<file path="src/hdl/ffsa_pkg.sv">
// Package for the first-fit segment allocator: pool sizing, field widths,
// status and job-kind codes, and the request, response and job structs.
// Used by every module of the block.
package ffsa_pkg;

  localparam int MEM_UNITS = 16;
  localparam int OWNERS    = 8;

  localparam int UNIT_W   = $clog2(MEM_UNITS);
  localparam int CNT_W    = $clog2(MEM_UNITS + 1);
  localparam int OWN_W    = 3;
  localparam int SIZE_W   = 5;
  localparam int STATUS_W = 2;
  localparam int START_W  = 4;
  localparam int REL_W    = 5;

  localparam logic CMD_ALLOC = 1'b0;
  localparam logic CMD_FREE  = 1'b1;

  localparam logic [STATUS_W-1:0] ST_GRANTED = 2'd0;
  localparam logic [STATUS_W-1:0] ST_NOFIT   = 2'd1;
  localparam logic [STATUS_W-1:0] ST_FREED   = 2'd2;
  localparam logic [STATUS_W-1:0] ST_NOTHING = 2'd3;

  localparam logic [1:0] KIND_ALLOC      = 2'd0;
  localparam logic [1:0] KIND_FREE       = 2'd1;
  localparam logic [1:0] KIND_REJ_ALLOC  = 2'd2;
  localparam logic [1:0] KIND_REJ_FREE   = 2'd3;

  typedef struct packed {
    logic              command;
    logic [OWN_W-1:0]  owner;
    logic [SIZE_W-1:0] request_size;
  } ffsa_req_t;

  typedef struct packed {
    logic [STATUS_W-1:0] status;
    logic [START_W-1:0]  start_index;
    logic [REL_W-1:0]    units_released;
  } ffsa_rsp_t;

  typedef struct packed {
    logic [1:0]       kind;
    logic [OWN_W-1:0] owner;
    logic [CNT_W-1:0] len;
  } ffsa_job_t;

endpackage

</file>
<file path="src/hdl/first_fit_segment_allocator_top.sv">
// First-fit segment allocator over MEM_UNITS units with per-unit owner map.
// Rejected requests are answered without a scan; an allocate scans the map from unit 0
// until a run of free units completes the first fit or the map ends; a free scans the
// whole map. The back end takes a new job only once the last response has been
// accepted, and its scan of the map takes one unit per cycle.
// Reset: every unit free, queue and response register empty.
module first_fit_segment_allocator_top import ffsa_pkg::*; (
  input  logic      clk,
  input  logic      rst,
  input  logic      req_valid,
  output logic      req_ready,
  input  ffsa_req_t req,
  output logic      rsp_valid,
  input  logic      rsp_ready,
  output ffsa_rsp_t rsp
);

  logic      job_valid;
  logic      job_pop;
  ffsa_job_t job;

  ffsa_front u_front (
    .clk       (clk),
    .rst       (rst),
    .req_valid (req_valid),
    .req_ready (req_ready),
    .req       (req),
    .job_valid (job_valid),
    .job       (job),
    .job_pop   (job_pop)
  );

  ffsa_back u_back (
    .clk       (clk),
    .rst       (rst),
    .job_valid (job_valid),
    .job       (job),
    .job_pop   (job_pop),
    .rsp_valid (rsp_valid),
    .rsp_ready (rsp_ready),
    .rsp       (rsp)
  );

  a_reset_empty: assert property (@(posedge clk) rst |=> !rsp_valid)
    else $error("response valid right after reset");

  a_grant_fields: assert property (@(posedge clk) disable iff (rst)
    rsp_valid && rsp.status == ST_GRANTED |-> rsp.units_released == '0)
    else $error("grant carries released units");

  a_nofit_fields: assert property (@(posedge clk) disable iff (rst)
    rsp_valid && rsp.status == ST_NOFIT |-> rsp.start_index == '0 && rsp.units_released == '0)
    else $error("no-fit response carries nonzero fields");

  a_free_count: assert property (@(posedge clk) disable iff (rst)
    rsp_valid |-> ((rsp.status == ST_FREED) == (rsp.units_released != '0)))
    else $error("freed status disagrees with released count");

endmodule

</file>
<file path="src/hdl/ffsa_front.sv">
// Front end: accepts requests, classifies them into jobs and holds them in a
// two-entry queue for the back end. Depends on ffsa_pkg.
module ffsa_front import ffsa_pkg::*; (
  input  logic      clk,
  input  logic      rst,
  input  logic      req_valid,
  output logic      req_ready,
  input  ffsa_req_t req,
  output logic      job_valid,
  output ffsa_job_t job,
  input  logic      job_pop
);

  ffsa_job_t  q [2];
  logic       wr_ptr;
  logic       rd_ptr;
  logic [1:0] count;
  ffsa_job_t  job_in;
  logic       push;
  logic       owner_ok;
  logic       size_ok;

  assign owner_ok = 32'(req.owner) < OWNERS;
  assign size_ok  = (req.request_size != '0) && (32'(req.request_size) <= MEM_UNITS);

  always_comb begin
    job_in.owner = req.owner;
    job_in.len   = CNT_W'(req.request_size);
    if (req.command == CMD_FREE) begin
      job_in.kind = owner_ok ? KIND_FREE : KIND_REJ_FREE;
    end else begin
      job_in.kind = (owner_ok && size_ok) ? KIND_ALLOC : KIND_REJ_ALLOC;
    end
  end

  assign req_ready = (count != 2'd2);
  assign push      = req_valid && req_ready;
  assign job_valid = (count != 2'd0);
  assign job       = q[rd_ptr];

  always_ff @(posedge clk) begin
    if (push) begin
      q[wr_ptr] <= job_in;
    end
  end

  always_ff @(posedge clk) begin
    if (rst) begin
      wr_ptr <= 1'b0;
      rd_ptr <= 1'b0;
      count  <= 2'd0;
    end else begin
      if (push) begin
        wr_ptr <= ~wr_ptr;
      end
      if (job_pop) begin
        rd_ptr <= ~rd_ptr;
      end
      count <= count + 2'(push) - 2'(job_pop);
    end
  end

endmodule

</file>
<file path="src/hdl/ffsa_back.sv">
// Back end: owns the unit map; scans it a unit per cycle per alloc/free job
// (rejects skip it); posts responses in an output register. Uses ffsa_pkg.
module ffsa_back import ffsa_pkg::*; (
  input  logic      clk,
  input  logic      rst,
  input  logic      job_valid,
  input  ffsa_job_t job,
  output logic      job_pop,
  output logic      rsp_valid,
  input  logic      rsp_ready,
  output ffsa_rsp_t rsp
);

  localparam logic S_IDLE = 1'b0;
  localparam logic S_SCAN = 1'b1;

  logic                 state;
  ffsa_job_t            cur;
  logic [UNIT_W-1:0]    idx;
  logic [CNT_W-1:0]     run;
  logic [CNT_W-1:0]     released;
  logic [MEM_UNITS-1:0] busy;
  logic [OWN_W-1:0]     owner_map [MEM_UNITS];

  logic                 cur_busy;
  logic [CNT_W-1:0]     run_next;
  logic [CNT_W-1:0]     rel_next;
  logic                 fit;
  logic                 hit;
  logic                 last;
  logic                 grant;
  logic [UNIT_W-1:0]    start_calc;
  logic [MEM_UNITS-1:0] grant_mask;

  assign cur_busy   = busy[idx];
  assign run_next   = cur_busy ? '0 : run + CNT_W'(1);
  assign fit        = !cur_busy && (run_next >= cur.len);
  assign hit        = cur_busy && (owner_map[idx] == cur.owner);
  assign rel_next   = released + CNT_W'(hit);
  assign last       = (idx == UNIT_W'(MEM_UNITS - 1));
  assign start_calc = UNIT_W'(CNT_W'(idx) + CNT_W'(1) - cur.len);
  assign grant      = (state == S_SCAN) && (cur.kind == KIND_ALLOC) && fit;
  assign job_pop    = (state == S_IDLE) && job_valid && !rsp_valid;

  always_comb begin
    for (int i = 0; i < MEM_UNITS; i++) begin
      grant_mask[i] = grant && (UNIT_W'(i) >= start_calc) && (UNIT_W'(i) <= idx);
    end
  end

  always_ff @(posedge clk) begin
    for (int i = 0; i < MEM_UNITS; i++) begin
      if (grant_mask[i]) begin
        owner_map[i] <= cur.owner;
      end
    end
  end

  always_ff @(posedge clk) begin
    if (job_pop) begin
      cur <= job;
    end
  end

  always_ff @(posedge clk) begin
    if (rst) begin
      state     <= S_IDLE;
      busy      <= '0;
      rsp_valid <= 1'b0;
      idx       <= '0;
      run       <= '0;
      released  <= '0;
    end else begin
      if (rsp_valid && rsp_ready) begin
        rsp_valid <= 1'b0;
      end
      case (state)
        S_IDLE: begin
          if (job_pop) begin
            idx      <= '0;
            run      <= '0;
            released <= '0;
            if (job.kind == KIND_REJ_ALLOC || job.kind == KIND_REJ_FREE) begin
              rsp_valid          <= 1'b1;
              rsp.status         <= (job.kind == KIND_REJ_ALLOC) ? ST_NOFIT : ST_NOTHING;
              rsp.start_index    <= '0;
              rsp.units_released <= '0;
            end else begin
              state <= S_SCAN;
            end
          end
        end
        S_SCAN: begin
          if (cur.kind == KIND_ALLOC) begin
            run <= run_next;
            if (fit) begin
              busy               <= busy | grant_mask;
              rsp_valid          <= 1'b1;
              rsp.status         <= ST_GRANTED;
              rsp.start_index    <= START_W'(start_calc);
              rsp.units_released <= '0;
              state              <= S_IDLE;
            end else if (last) begin
              rsp_valid          <= 1'b1;
              rsp.status         <= ST_NOFIT;
              rsp.start_index    <= '0;
              rsp.units_released <= '0;
              state              <= S_IDLE;
            end else begin
              idx <= idx + UNIT_W'(1);
            end
          end else begin
            released <= rel_next;
            if (hit) begin
              busy[idx] <= 1'b0;
            end
            if (last) begin
              rsp_valid          <= 1'b1;
              rsp.status         <= (rel_next != '0) ? ST_FREED : ST_NOTHING;
              rsp.start_index    <= '0;
              rsp.units_released <= REL_W'(rel_next);
              state              <= S_IDLE;
            end else begin
              idx <= idx + UNIT_W'(1);
            end
          end
        end
        default: begin
          state <= S_IDLE;
        end
      endcase
    end
  end

endmodule
</file>
<file path="config.mk">
export PLATFORM = sky130hd
export DESIGN_NAME = first_fit_segment_allocator_top
export DESIGN_NICKNAME = d
export VERILOG_FILES = /design/src/hdl/ffsa_pkg.sv /design/src/hdl/first_fit_segment_allocator_top.sv /design/src/hdl/ffsa_front.sv /design/src/hdl/ffsa_back.sv
export SDC_FILE = /design/constraint.sdc
export NUM_CORES = 1
export LEC_CHECK = 0
export BUFFER_PORTS_ARGS = -buffer_cell sky130_fd_sc_hd__buf_2
export CELL_PAD_IN_SITES_DETAIL_PLACEMENT = 0
export CELL_PAD_IN_SITES_GLOBAL_PLACEMENT = 1
export CORE_MARGIN = 3
export CORE_UTILIZATION = 51
export DETAILED_ROUTE_END_ITERATION = 10
export PLACE_DENSITY = 0.82
export SLEW_MARGIN = 25
export SYNTH_ARGS = -nofsm -noshare
export SYNTH_HDL_FRONTEND = slang
export SYNTH_SLANG_ARGS = --single-unit
</file>
<file path="constraint.sdc">
create_clock -name clk -period 4.6 [get_ports clk]
set_input_delay 0.92 -clock clk [delete_from_list [all_inputs] [get_ports clk]]
set_output_delay 0.92 -clock clk [all_outputs]
set_load 0.005 [all_outputs]
</file>
### Yosys cells after proc, flatten, opt, wreduce, memory -nomap -nowiden

Memory sizes are Yosys's and may differ from the RTL's. A register that Yosys moved wholly into a read port is not among the register bits.
Index checks and enable logic that the tools add are counted.

* equality and inequality tests: 13
* bitwise operators: 7
* muxes and demuxes: 80
* reductions and logical operators: 55
* add/subtract/negate cells: 7
* order comparisons: 36

Operator list (number)
* 11-bit two-way mux: 6
* 1-bit two-way mux: 50
* 16-bit two-way mux: 3
* 1-bit logical AND: 42
* 4-bit greater-or-equal comparator, first input constant: 8
* 4-bit <= comparator, first input constant: 8
* 4-bit two-way mux: 6
* 11-bit case mux with 2 select lines: 1
* 5-bit two-way mux: 4
* 5-bit case mux with 2 select lines: 2
* 16-bit bitwise AND: 1
* 3-bit by 4-bit greater-or-equal comparator with 1-bit output, first input constant: 4
* 3-bit by 4-bit <= comparator with 1-bit output, first input constant: 4
* 16-bit NOT: 1
* 16-bit bitwise OR: 1
* 2-bit inequality test, second input constant: 5
* 5-bit nonzero test: 2
* 3-bit inequality test, second input constant: 3
* 4-bit by 1-bit adder with 4-bit output, second input constant: 2
* 1-bit by 4-bit greater-or-equal comparator with 1-bit output, first input constant: 2
* 2-bit by 4-bit greater-or-equal comparator with 1-bit output, first input constant: 2
* 1-bit by 4-bit <= comparator with 1-bit output, first input constant: 2
* 2-bit by 4-bit <= comparator with 1-bit output, first input constant: 2
* 4-bit case mux with 2 select lines: 1
* other kinds (25): 36

* RAM bits: 68
* output and inout bits: 13
* register bits: 57
* memories kept: 2
* logic and storage cells: 215

Memories
* u_back.owner_map: words 16, bits a word 3, rd ports 1, clocked after memory_dff 1, wr ports 16, RTL line ffsa_back.sv:23 `logic [OWN_W-1:0] owner_map [MEM_UNITS];`
* u_front.q: words 2, bits a word 10, rd ports 1, clocked after memory_dff 1, wr ports 1, RTL line ffsa_front.sv:14 `ffsa_job_t q [2];`

### Longest topological paths before layout

Gate-level depths: netlist of the first run.

* depth after elaboration: 11
* mapped depth: 16
* gate-level depth less buffers: 12

### By module

From an unflattened synthesis of the first run, not the netlist that was laid out.

* cells, all modules: 450
* area, all modules: 5870.6 µm²

By module, submodules not included
* ffsa_back: area an instance 4874.7 µm², cells each 388, instances 1
* ffsa_front: area an instance 996.0 µm², cells each 62, instances 1

### Worst setup path after synthesis of the first run

OpenSTA, ideal clock, no wires.

* path kind: flip-flop to flip-flop
* from: reg u_back.idx[1]
* to: reg, netlist name u_back.rsp[0]
* data required time: 4.207 ns
* path buffers: 2
* period minus slack after synthesis: 3.973 ns
* slack: 0.627 ns
* data arrival time: 3.580 ns
* setup time: 0.393 ns
* stages on the path, launching flop included: 15
* path through: dfxtp_1 clkbuf_1 mux2i_1 nand3_1 a41o_1 buf_6 nand2_1 nand2b_1 ha_1 nand2b_1 a211oi_1 o21a_1 a211oi_1 a21oi_1 nor3_1

* word-level cells in the longest chain between the ends: 7

RTL lines
* from (decl): RTL line ffsa_back.sv:19 `logic [UNIT_W-1:0] idx;`
* from (signal assigned): RTL line ffsa_back.sv:110 `idx <= idx + UNIT_W'(1);`
* from (signal assigned): RTL line ffsa_back.sv:124 `idx <= idx + UNIT_W'(1);`
* 1-bit binary-select mux with 4-bit select: RTL line ffsa_back.sv:35 `assign cur_busy = busy[idx];`
* 1-bit two-way mux (implied by the code): RTL line ffsa_back.sv:35
* 5-bit two-way mux: RTL line ffsa_back.sv:36 `assign run_next = cur_busy ? '0 : run + CNT_W'(1);`
* 5-bit greater-or-equal comparator: RTL line ffsa_back.sv:37 `assign fit = !cur_busy && (run_next >= cur.len);`
* 1-bit logical AND: RTL line ffsa_back.sv:37
* 3-bit inequality test (no line)
* 5-bit AND reduction (no line) *

Every way passes the cells marked *; elsewhere a longest branch is shown, timed or not. The select of a mux whose other input is x is not followed.
A chain may end at the register's enable or synchronous reset.

==> flow_summary.ini, run 1 <==
[drt]
wl_per_cell_um = 19.3
drc = 0
postRouteAntennaNets = 0
drt_first_iter_violations = 399
vias = 3984
wl_mm = 12.8
post_drt_via_cell_ratio = 6.01
dr.pass1.iters = 5

[clocking]
cts_tree = built
numCtsBuffers = 17
cts.path.max_buffers = 2
cts_root_buffer = clkbuf_16
insertion_delay_ns = 0.42
clk_pin_slew_ns = 0.06
cts_setup_buffers = 0
hold_buffers = 0
cts_sinks = 130
htree_levels = 4
post_cts_resized = 0

[critical_path]
slowest_delay_ns = 0.62
critPathTopFamily = simple AND/OR/NAND/NOR gates
crit_required_ns = 4.65
cp-start-kind = flop
slowest_stage = dfxtp_1
reg2reg_slack_ns = 0.35
endpoint_kind = flop
path_buf_inv = 2
arrival_ns = 4.31
critPathMaxFanout = 14
cp_cell_sequence = inv_1 -> or3_1 -> a41o_1 -> nand2_1 -> nand2b_1 -> ha_1 -> nand2b_1 -> a211oi_1 -> o21a_1 -> a2111oi_4 -> buf_4 -> nand2_1 -> nor3_1
path_class = reg2reg

[sta]
tns_ns = 0
finalSetupViolCount = 0
fin_skew_ns = 0.00787
relSlewSlack_pct = 44.5
rsz0062_at_grt = false
hold_viol = 0
final_max_slew_viol_count = 0
setup_ws_ns = 0.346
worst_slew_pin_slew_ns = 0.824
period_share_pct = 92.5
max_freq_mhz = 235
final.min_clock_period_ns = 4.25

[layout]
fin_nets = 539
antennaDiodeCount = 0
drive_gt1_share_pct = 18.5
syn_to_final_growth_pct = 13.8
fill_cells = 909
final_util_pct = 59.7
final_cell_area_um2 = 6880

[status]
outcome = finished clean

[logic_synthesis]
synth_ff_type = edfxtp_1
synthMuxAreaShare_pct = 9.85
syn_inst = 478
synth.distinct_cells = 55
ys_seq_area_share_pct = 57.8
synth_compound_area_share_pct = 11.1
synthAdderAreaFrac_pct = 4.05
synth-xor-area-share_pct = 2.59
synth_top_family_by_area = compound AO/OA/AOI/OAI gates
yosysWarnings = 0
syn-num-nets = 510
netlist_area_um2 = 6050
avgSynthCellArea_um2 = 12.7
synth-edff-count = 89
async_flop_share_pct = 0
ys_ff_latch = 130
synthSimpleGateAreaFrac_pct = 10.9

[placed_design]
place_area_um2 = 6290
port_buffers = 25
gp_congestion = 0.875
post-place-ws_ns = 0.431
dp_hpwl_mm = 8.79

[floorplanning]
coreArea_um2 = 11500
die_y_um = 115
rows = 39
die-area_um2 = 13200
io_pins = 26
initial_utilization_pct = 52.5
die_w_um = 115

[global_route]
grt_max_degree = 40
grt.total_usage_pct = 20.8
antenna_found_initial = 0
grt_pass1_wl_mm = 20.9
overflow = 0
grt_pass1_vias = 3943

[power]
power_density_nw_per_um2 = 552
vdd_drop_max_v = 0.000344
leakage_nw = 2.44

[min_path]
hp-class = reg2reg

[job]
drv_cap = 0
## cell type report
class | instances | area, µm² | share of cell area, %
tap | 143 | 179 | 2.60
sequential | 130 | 3490 | 50.8
clock inverter | 14 | 156 | 2.27
clock buffer | 18 | 429 | 6.24
inverter | 20 | 75.1 | 1.09
timing repair buffer | 37 | 215 | 3.13
multi-input combinational | 301 | 2330 | 33.9
## report_power, final
part | internal, mW | switching, mW
sequential | 1.45 | 0.101
combinational | 0.317 | 0.613
clock | 0.804 | 0.512
total | 2.57 | 1.23
## worst min-delay path, stage by stage (launching register included)
cell and delay (ns):
dfxtp_1 0.32, o41ai_1 0.07, a21oi_1 0.06
## kinds of logic (layout without fill, tap and decap cells)
kind of cell             Yosys count  count (layout)
adder cells (fa/ha/maj)           19              19
buffers and inverters             47              89
AND/OR/NAND/NOR                  130             130
flip-flops                       130             130
AO/OA/AOI/OAI                     95              95
XOR/XNOR                          17              17
multiplexers                      40              40
## synth_stat cells, types with 2 or more instances
cell / instances / share of area, %
edfxtp_1: 89 / 44
dfxtp_1: 41 / 14
nor2_1: 39 / 2.4
nand2_1: 23 / 1.4
a21oi_1: 21 / 1.7
inv_1: 20 / 1.2
ha_1: 18 / 3.7
clkbuf_1: 17 / 1.1
a211oi_1: 16 / 2.0
mux2i_1: 16 / 2.6
o21ai_0: 15 / 1.2
a31oi_1: 14 / 1.4
mux4_2: 12 / 4.5
and2_1: 11 / 1.1
and3_1: 10 / 1.0
nand3_1: 10 / 0.83
xnor2_1: 10 / 1.4
mux2_2: 9 / 1.7
a311oi_1: 7 / 1.0
nand2b_1: 7 / 0.72
nor3_1: 7 / 0.58
xor2_1: 6 / 0.87
a41oi_1: 5 / 0.72
buf_6: 5 / 0.93
nor2b_1: 5 / 0.52
nand3b_1: 4 / 0.50
and4_1: 3 / 0.43
nor3b_1: 3 / 0.37
a211o_1: 2 / 0.29
buf_1: 2 / 0.12
buf_2: 2 / 0.17
mux4_1: 2 / 0.87
nor4_1: 2 / 0.21
o21a_1: 2 / 0.25
o41ai_1: 2 / 0.29
or3_1: 2 / 0.21
## registers in the layout, indices dropped and copies added, names as in the netlist, 2 cells and up, named ones only
register and flops:
u_back.busy 16, u_back.cur 10, u_back.idx 4, u_back.owner_map 48, u_back.released 5, u_back.rsp 11
u_back.run 5, u_front.count 2, u_front.q 20
## per-stage QoR
stage | power (mW) | hold WS [ns] | instances
CTS | 3.81 | 0.492 | 663
global placement | 2.47 | 0.468 | 631
floorplan | 2.18 | 0.440 | 478
global route | 3.99 | 0.533 | 663
finish | 3.80 | 0.501 | 663
detailed placement | 2.49 | 0.469 | 631
## layout by cell type (no fill, tap or decap), types with 5 or more instances in the layout
cell type	instances
a211oi_1	16
a21oi_1	21
a311oi_1	7
a31oi_1	14
a41oi_1	5
and2_1	11
and3_1	10
buf_2	25
buf_4	12
clkbuf_16	17
dfxtp_1	41
edfxtp_1	89
ha_1	18
inv_1	20
mux2_2	9
mux2i_1	16
mux4_2	12
nand2_1	23
nand2b_1	7
nand3_1	10
nor2_1	39
nor2b_1	5
nor3_1	6
o21ai_0	15
xnor2_1	10
xor2_1	6
## worst paths after layout
check,from,endpoint,depth (start not counted)
min,u_back.busy[2],u_back.busy[2],2
min reg2reg,u_back.busy[2],u_back.busy[2],2
max,u_back.idx[0],u_back.owner_map[4][1],13
max reg2reg,u_back.idx[0],u_back.owner_map[4][1],13
## layer usage
layer	GRT usage (%)	routed length (µm)	vias to the layer above
met3	5.32	743	24
li1	-	-	1867
met4	8.06	230	0
met5	0	0	-
met2	30.9	5960	152
met1	29.6	5830	1941
Power figures use the tool's default switching activity.
==> inputs of run 2 (changes only) <==
CELL_PAD_IN_SITES_DETAIL_PLACEMENT = not set   (was 0)
CELL_PAD_IN_SITES_GLOBAL_PLACEMENT = not set   (was 1)
CORE_UTILIZATION = 60   (was 51)
PLACE_DENSITY = 0.8   (was 0.82)
SKIP_CTS_REPAIR_TIMING = 1   (was not set)
==> run 2 against run 1 <==
- power decreased by 1.8%
- sequential cell count stayed put
- fmax increased by 5.5%
- routed wire length is 2.1% higher
==> flow_summary.ini, run 2 (same netlist as run 1, synthesis figures left out) <==
[status]
outcome = finished clean

[critical_path]
reg2reg_slack_ns = 0.57
slowest_delay_ns = 0.57
crit_required_ns = 4.75
critPathMaxFanout = 10
worstReg2RegEnd = u_back.owner_map[4][1]
r2r_cells = 12
arrival_ns = 4.18
path_buf_inv = 0
cp-start-kind = flop
critPathTopFamily = simple AND/OR/NAND/NOR gates
endpoint_kind = flop
path_class = reg2reg
cp_cell_sequence = mux2_1 -> or3_1 -> a41o_1 -> nand2_1 -> nand2b_1 -> ha_1 -> nand2b_1 -> a211oi_1 -> o21a_1 -> a2111oi_4 -> nand2_1 -> nor3_1
slowest_stage = dfxtp_1
crit-reg2reg-launch = u_back.idx[1]

[clocking]
cts_tree = built
insertion_delay_ns = 0.52
cts.path.max_buffers = 2
htree_levels = 4
cts_root_buffer = clkbuf_8
cts_sinks = 130
numCtsBuffers = 17
clk_pin_slew_ns = 0.06

[global_route]
grt.total_usage_pct = 24.9
antenna_found_initial = 0
overflow = 0
grt_max_degree = 40
grt_pass1_vias = 4106
grt_pass1_wl_mm = 21.4

[drt]
dr.pass1.iters = 5
drt_first_iter_violations = 389
postRouteAntennaNets = 0
vias = 4004
post_drt_via_cell_ratio = 6.17
wl_per_cell_um = 20.1
wl_mm = 13.0
drc = 0

[sta]
setup_ws_ns = 0.567
finalSetupViolCount = 0
final_max_slew_viol_count = 0
worst_slew_pin_slew_ns = 0.883
relSlewSlack_pct = 40.9
tns_ns = 0
period_share_pct = 87.7
max_freq_mhz = 248
holdWs_ns = 0.504
hold_viol = 0
final.min_clock_period_ns = 4.03
fin_skew_ns = 0.00562
rsz0062_at_grt = false

[floorplanning]
io_pins = 26
rows = 36
die-area_um2 = 11300
die_y_um = 106
die_w_um = 106
coreArea_um2 = 9770
initial_utilization_pct = 61.9

[power]
leakage_nw = 2.41
power_density_nw_per_um2 = 548
vdd_drop_max_v = 0.000454

[layout]
final_common_cell = edfxtp_1
final_util_pct = 69.6
drive_gt1_share_pct = 16.9
reg_top3 = u_back.owner_map: 48 flops, u_front.q: 20 flops, u_back.busy: 16 flops
final_cell_mix = edfxtp_1, dfxtp_1, nor2_1
register_area_um2 = 3490
fill_cells = 693
top_register = u_back.owner_map
largest_register_ffs = 48
multiInputGateArea_um2 = 2330
fin_nets = 535
antennaDiodeCount = 0
syn_to_final_growth_pct = 12.5

[placed_design]
gp_congestion = 0.948
port_buffers = 25
post-place-ws_ns = 0.657
dp_hpwl_mm = 8.91

[job]
drv_cap = 0

[min_path]
hold_end = u_back.rsp_valid
min_from = u_back.rsp_valid
hp-class = reg2reg
hold-path-cell-count = 2
==> run 2: changes by cell type in the layout (fill, tap and decap cells not counted), moves of 2 or more <==
cell        delta
clkbuf_8       +3
buf_4          -4
clkinvlp_4     -2
clkinv_2       +3
inv_6          -4
clkinv_4       -4
clkbuf_1       +6
==> run 2: cell type report <==
| type | count | share of cell area [%] |
|---|---|---|
| clock buffer | 26 | 6.88 |
| multi-input combinational | 301 | 34.3 |
| inverter | 20 | 1.10 |
| tap | 133 | 2.45 |
| sequential | 130 | 51.4 |
| clock inverter | 6 | 1.21 |
| timing repair buffer | 33 | 2.72 |
==> run 2: how the worst max path moves through the flow <==
stage             startpoint                     end  slack, ns  depth (start not counted)
2_1_floorplan  u_back.idx[1]           u_back.rsp[0]       0.63                         14
3_3_place_gp   u_back.idx[1]  u_back.owner_map[4][2]       0.80                         12
3_5_place_dp   u_back.idx[1]  u_back.owner_map[4][1]       0.66                         12
4_1_cts        u_back.idx[1]  u_back.owner_map[4][2]       0.64                         12
5_1_grt        u_back.idx[0]           u_back.rsp[2]       0.32                         13
6_report       u_back.idx[1]  u_back.owner_map[4][1]       0.57                         12
==> run 2: worst min-delay path: stages, from the launching register on <==
cell,delay [ns]
dfxtp_1,0.33
nand2b_1,0.07
a31oi_1,0.06
==> run 2: routing by layer <==
layer  vias to the layer above  wire length (µm)  part of all wire, %  global-route usage, %
li1                       1864                 -                    -                      -
met1                      1960              5690                   44                   34.3
met2                       151              6230                   48                   38.3
met3                        29               777                  6.0                   6.07
met4                         0               338                  2.6                   10.2
met5                         -                 0                    0                      0
==> run 2: report_power, final <==
group	switching (mW)	internal [mW]	total (mW)
combinational	0.580	0.306	0.887
clock	0.452	0.797	1.25
sequential	0.142	1.45	1.60
==> run 2: through the flow <==
stage / instance area, µm² / total power [mW] / cells
3_5_place_dp: 6250 / 2.48 / 617
3_3_place_gp: 6250 / 2.47 / 617
6_report: 6800 / 3.73 / 649
4_1_cts: 6800 / 3.73 / 649
5_1_grt: 6800 / 3.92 / 649
2_1_floorplan: 6050 / 2.18 / 478
==> inputs of run 3 (changes only) <==
GPL_TIMING_DRIVEN = 0   (was not set)
==> run 3 against run 2 <==
- routed wire length rose by 5.5%
- hold slack got worse by 0.033 ns
- first-iteration DRC count fell by 9.8%
- core utilization rose by 0.69 points
- sequential share of layout area fell by 0.51 points
- power fell by 1.8%
- die area did not move
- global-route usage rose by 0.97 points
- non-clock buffer count rose by 19
- sequential power fell by 3%
- clock skew barely moved
- critical endpoint is now u_back.owner_map[4][0]
- largest power group unchanged
- highest routed layer unchanged
==> flow_summary.ini, run 3 (same netlist as run 1, synthesis figures left out) <==
[drt]
wl_per_cell_um = 20.6
drt_first_iter_violations = 351
postRouteAntennaNets = 0
post_drt_via_cell_ratio = 6.27
wl_mm = 13.7
dr.pass1.iters = 6
vias = 4191
drc = 0

[sta]
max_freq_mhz = 230
finalSetupViolCount = 0
final_max_slew_viol_count = 0
worst_slew_pin_slew_ns = 0.918
period_share_pct = 94.4
relSlewSlack_pct = 38.6
setup_ws_ns = 0.258
holdWs_ns = 0.471
fin_skew_ns = 0.00536
final.min_clock_period_ns = 4.34
hold_viol = 0

[critical_path]
arrival_ns = 4.50
cp-start-kind = flop
crit_required_ns = 4.76
critPathMaxFanout = 10
path_class = reg2reg
endpoint_kind = flop

[power]
leakage_nw = 2.43
power_density_nw_per_um2 = 533
vdd_drop_max_v = 0.000406

[global_route]
grt_pass1_vias = 4109
grt.total_usage_pct = 25.9
grt_max_degree = 21
grt_pass1_wl_mm = 22.1
overflow = 0
antenna_found_initial = 0

[layout]
reg_top3 = u_back.owner_map: 48 flops, u_front.q: 20 flops, u_back.busy: 16 flops
final_cell_mix = edfxtp_1, dfxtp_1, nor2_1
final_common_cell = edfxtp_1
fin_nets = 554
drive_gt1_share_pct = 16.8
largest_register_ffs = 48
syn_to_final_growth_pct = 13.6
antennaDiodeCount = 0
top_register = u_back.owner_map

[clocking]
cts_sinks = 130
cts_root_buffer = clkbuf_8
clk_pin_slew_ns = 0.06
insertion_delay_ns = 0.52
cts_tree = built
cts.path.max_buffers = 2
htree_levels = 4
numCtsBuffers = 17

[placed_design]
gp_congestion = 0.974
post-place-ws_ns = 0.220
port_buffers = 25
dp_hpwl_mm = 9.44

[floorplanning]
die_w_um = 106
io_pins = 26
initial_utilization_pct = 61.9
rows = 36
coreArea_um2 = 9770
die_y_um = 106
die-area_um2 = 11300

[status]
outcome = finished clean

[min_path]
hp-class = reg2reg

[job]
drv_cap = 0
[run 3: changes by cell type in the layout (fill, tap and decap cells not counted)]
cell / change
clkbuf_1: +12
clkinv_1: +2
buf_1: +2
clkbuf_8: -2
bufinv_16: -1
clkinv_2: +3
buf_8: +1
clkinv_4: +2
clkbuf_2: +1
buf_4: -8
buf_2: +2
nor3_4: +1
nor3_2: -1
buf_6: +5
[run 3: final cells by class]
type / instances / area (µm²)
Sequential cell: 130 / 3490
Fill cell: 689 / 2900
Multi-Input combinational cell: 301 / 2340
Clock buffer: 20 / 425
Tap cell: 133 / 166
Buffer: 27 / 154
Timing Repair Buffer: 25 / 125
Clock inverter: 12 / 92.6
Inverter: 20 / 75.1
[run 3: worst max-delay path, cell delays in order, from the launching register on]
cell	delay, ns
dfxtp_1	0.51
clkbuf_1	0.46
mux2i_1	0.25
nand3_1	0.10
a41o_1	0.27
buf_6	0.14
nand2_1	0.15
nand2b_1	0.10
ha_1	0.27
nand2b_1	0.09
a211oi_1	0.07
o21a_1	0.24
a2111oi_4	0.40
buf_6	0.21
nand2_1	0.18
nor3_1	0.53
[run 3: report_power, final]
| group | internal, mW | switching (mW) |
|---|---|---|
| clock network | 0.706 | 0.467 |
| registers | 1.45 | 0.110 |
| logic | 0.302 | 0.626 |
[run 3: path summary, 6_finish.rpt]
path	from	end	slack, ns	cells past startpoint
max	u_back.idx[1]	u_back.owner_map[4][0]	0.26	15
min	u_back.busy[2]	u_back.busy[2]	0.47	2
max reg2reg	u_back.idx[1]	u_back.owner_map[4][0]	0.26	15
min reg2reg	u_back.busy[2]	u_back.busy[2]	0.47	2
[run 3: metrics by stage]
stage	TNS, ns	cells	utilization, %	total power, mW	cell area, µm²
6_report	0	668	70.3	3.66	6870
5_1_grt	-0.0118	668	70.3	3.84	6870
4_1_cts	0	668	70.2	3.66	6860
3_5_place_dp	0	636	64.9	2.48	6340
3_3_place_gp	-2.07	636	64.9	2.45	6340
2_1_floorplan	0	478	-	2.18	6050
[run 3: routing by layer]
layer / global-route usage (%) / share of wire (%)
met2: 40.5 / 48
met5: 0 / 0
met3: 7.16 / 7.0
met1: 34.5 / 42
met4: 10.4 / 3.1
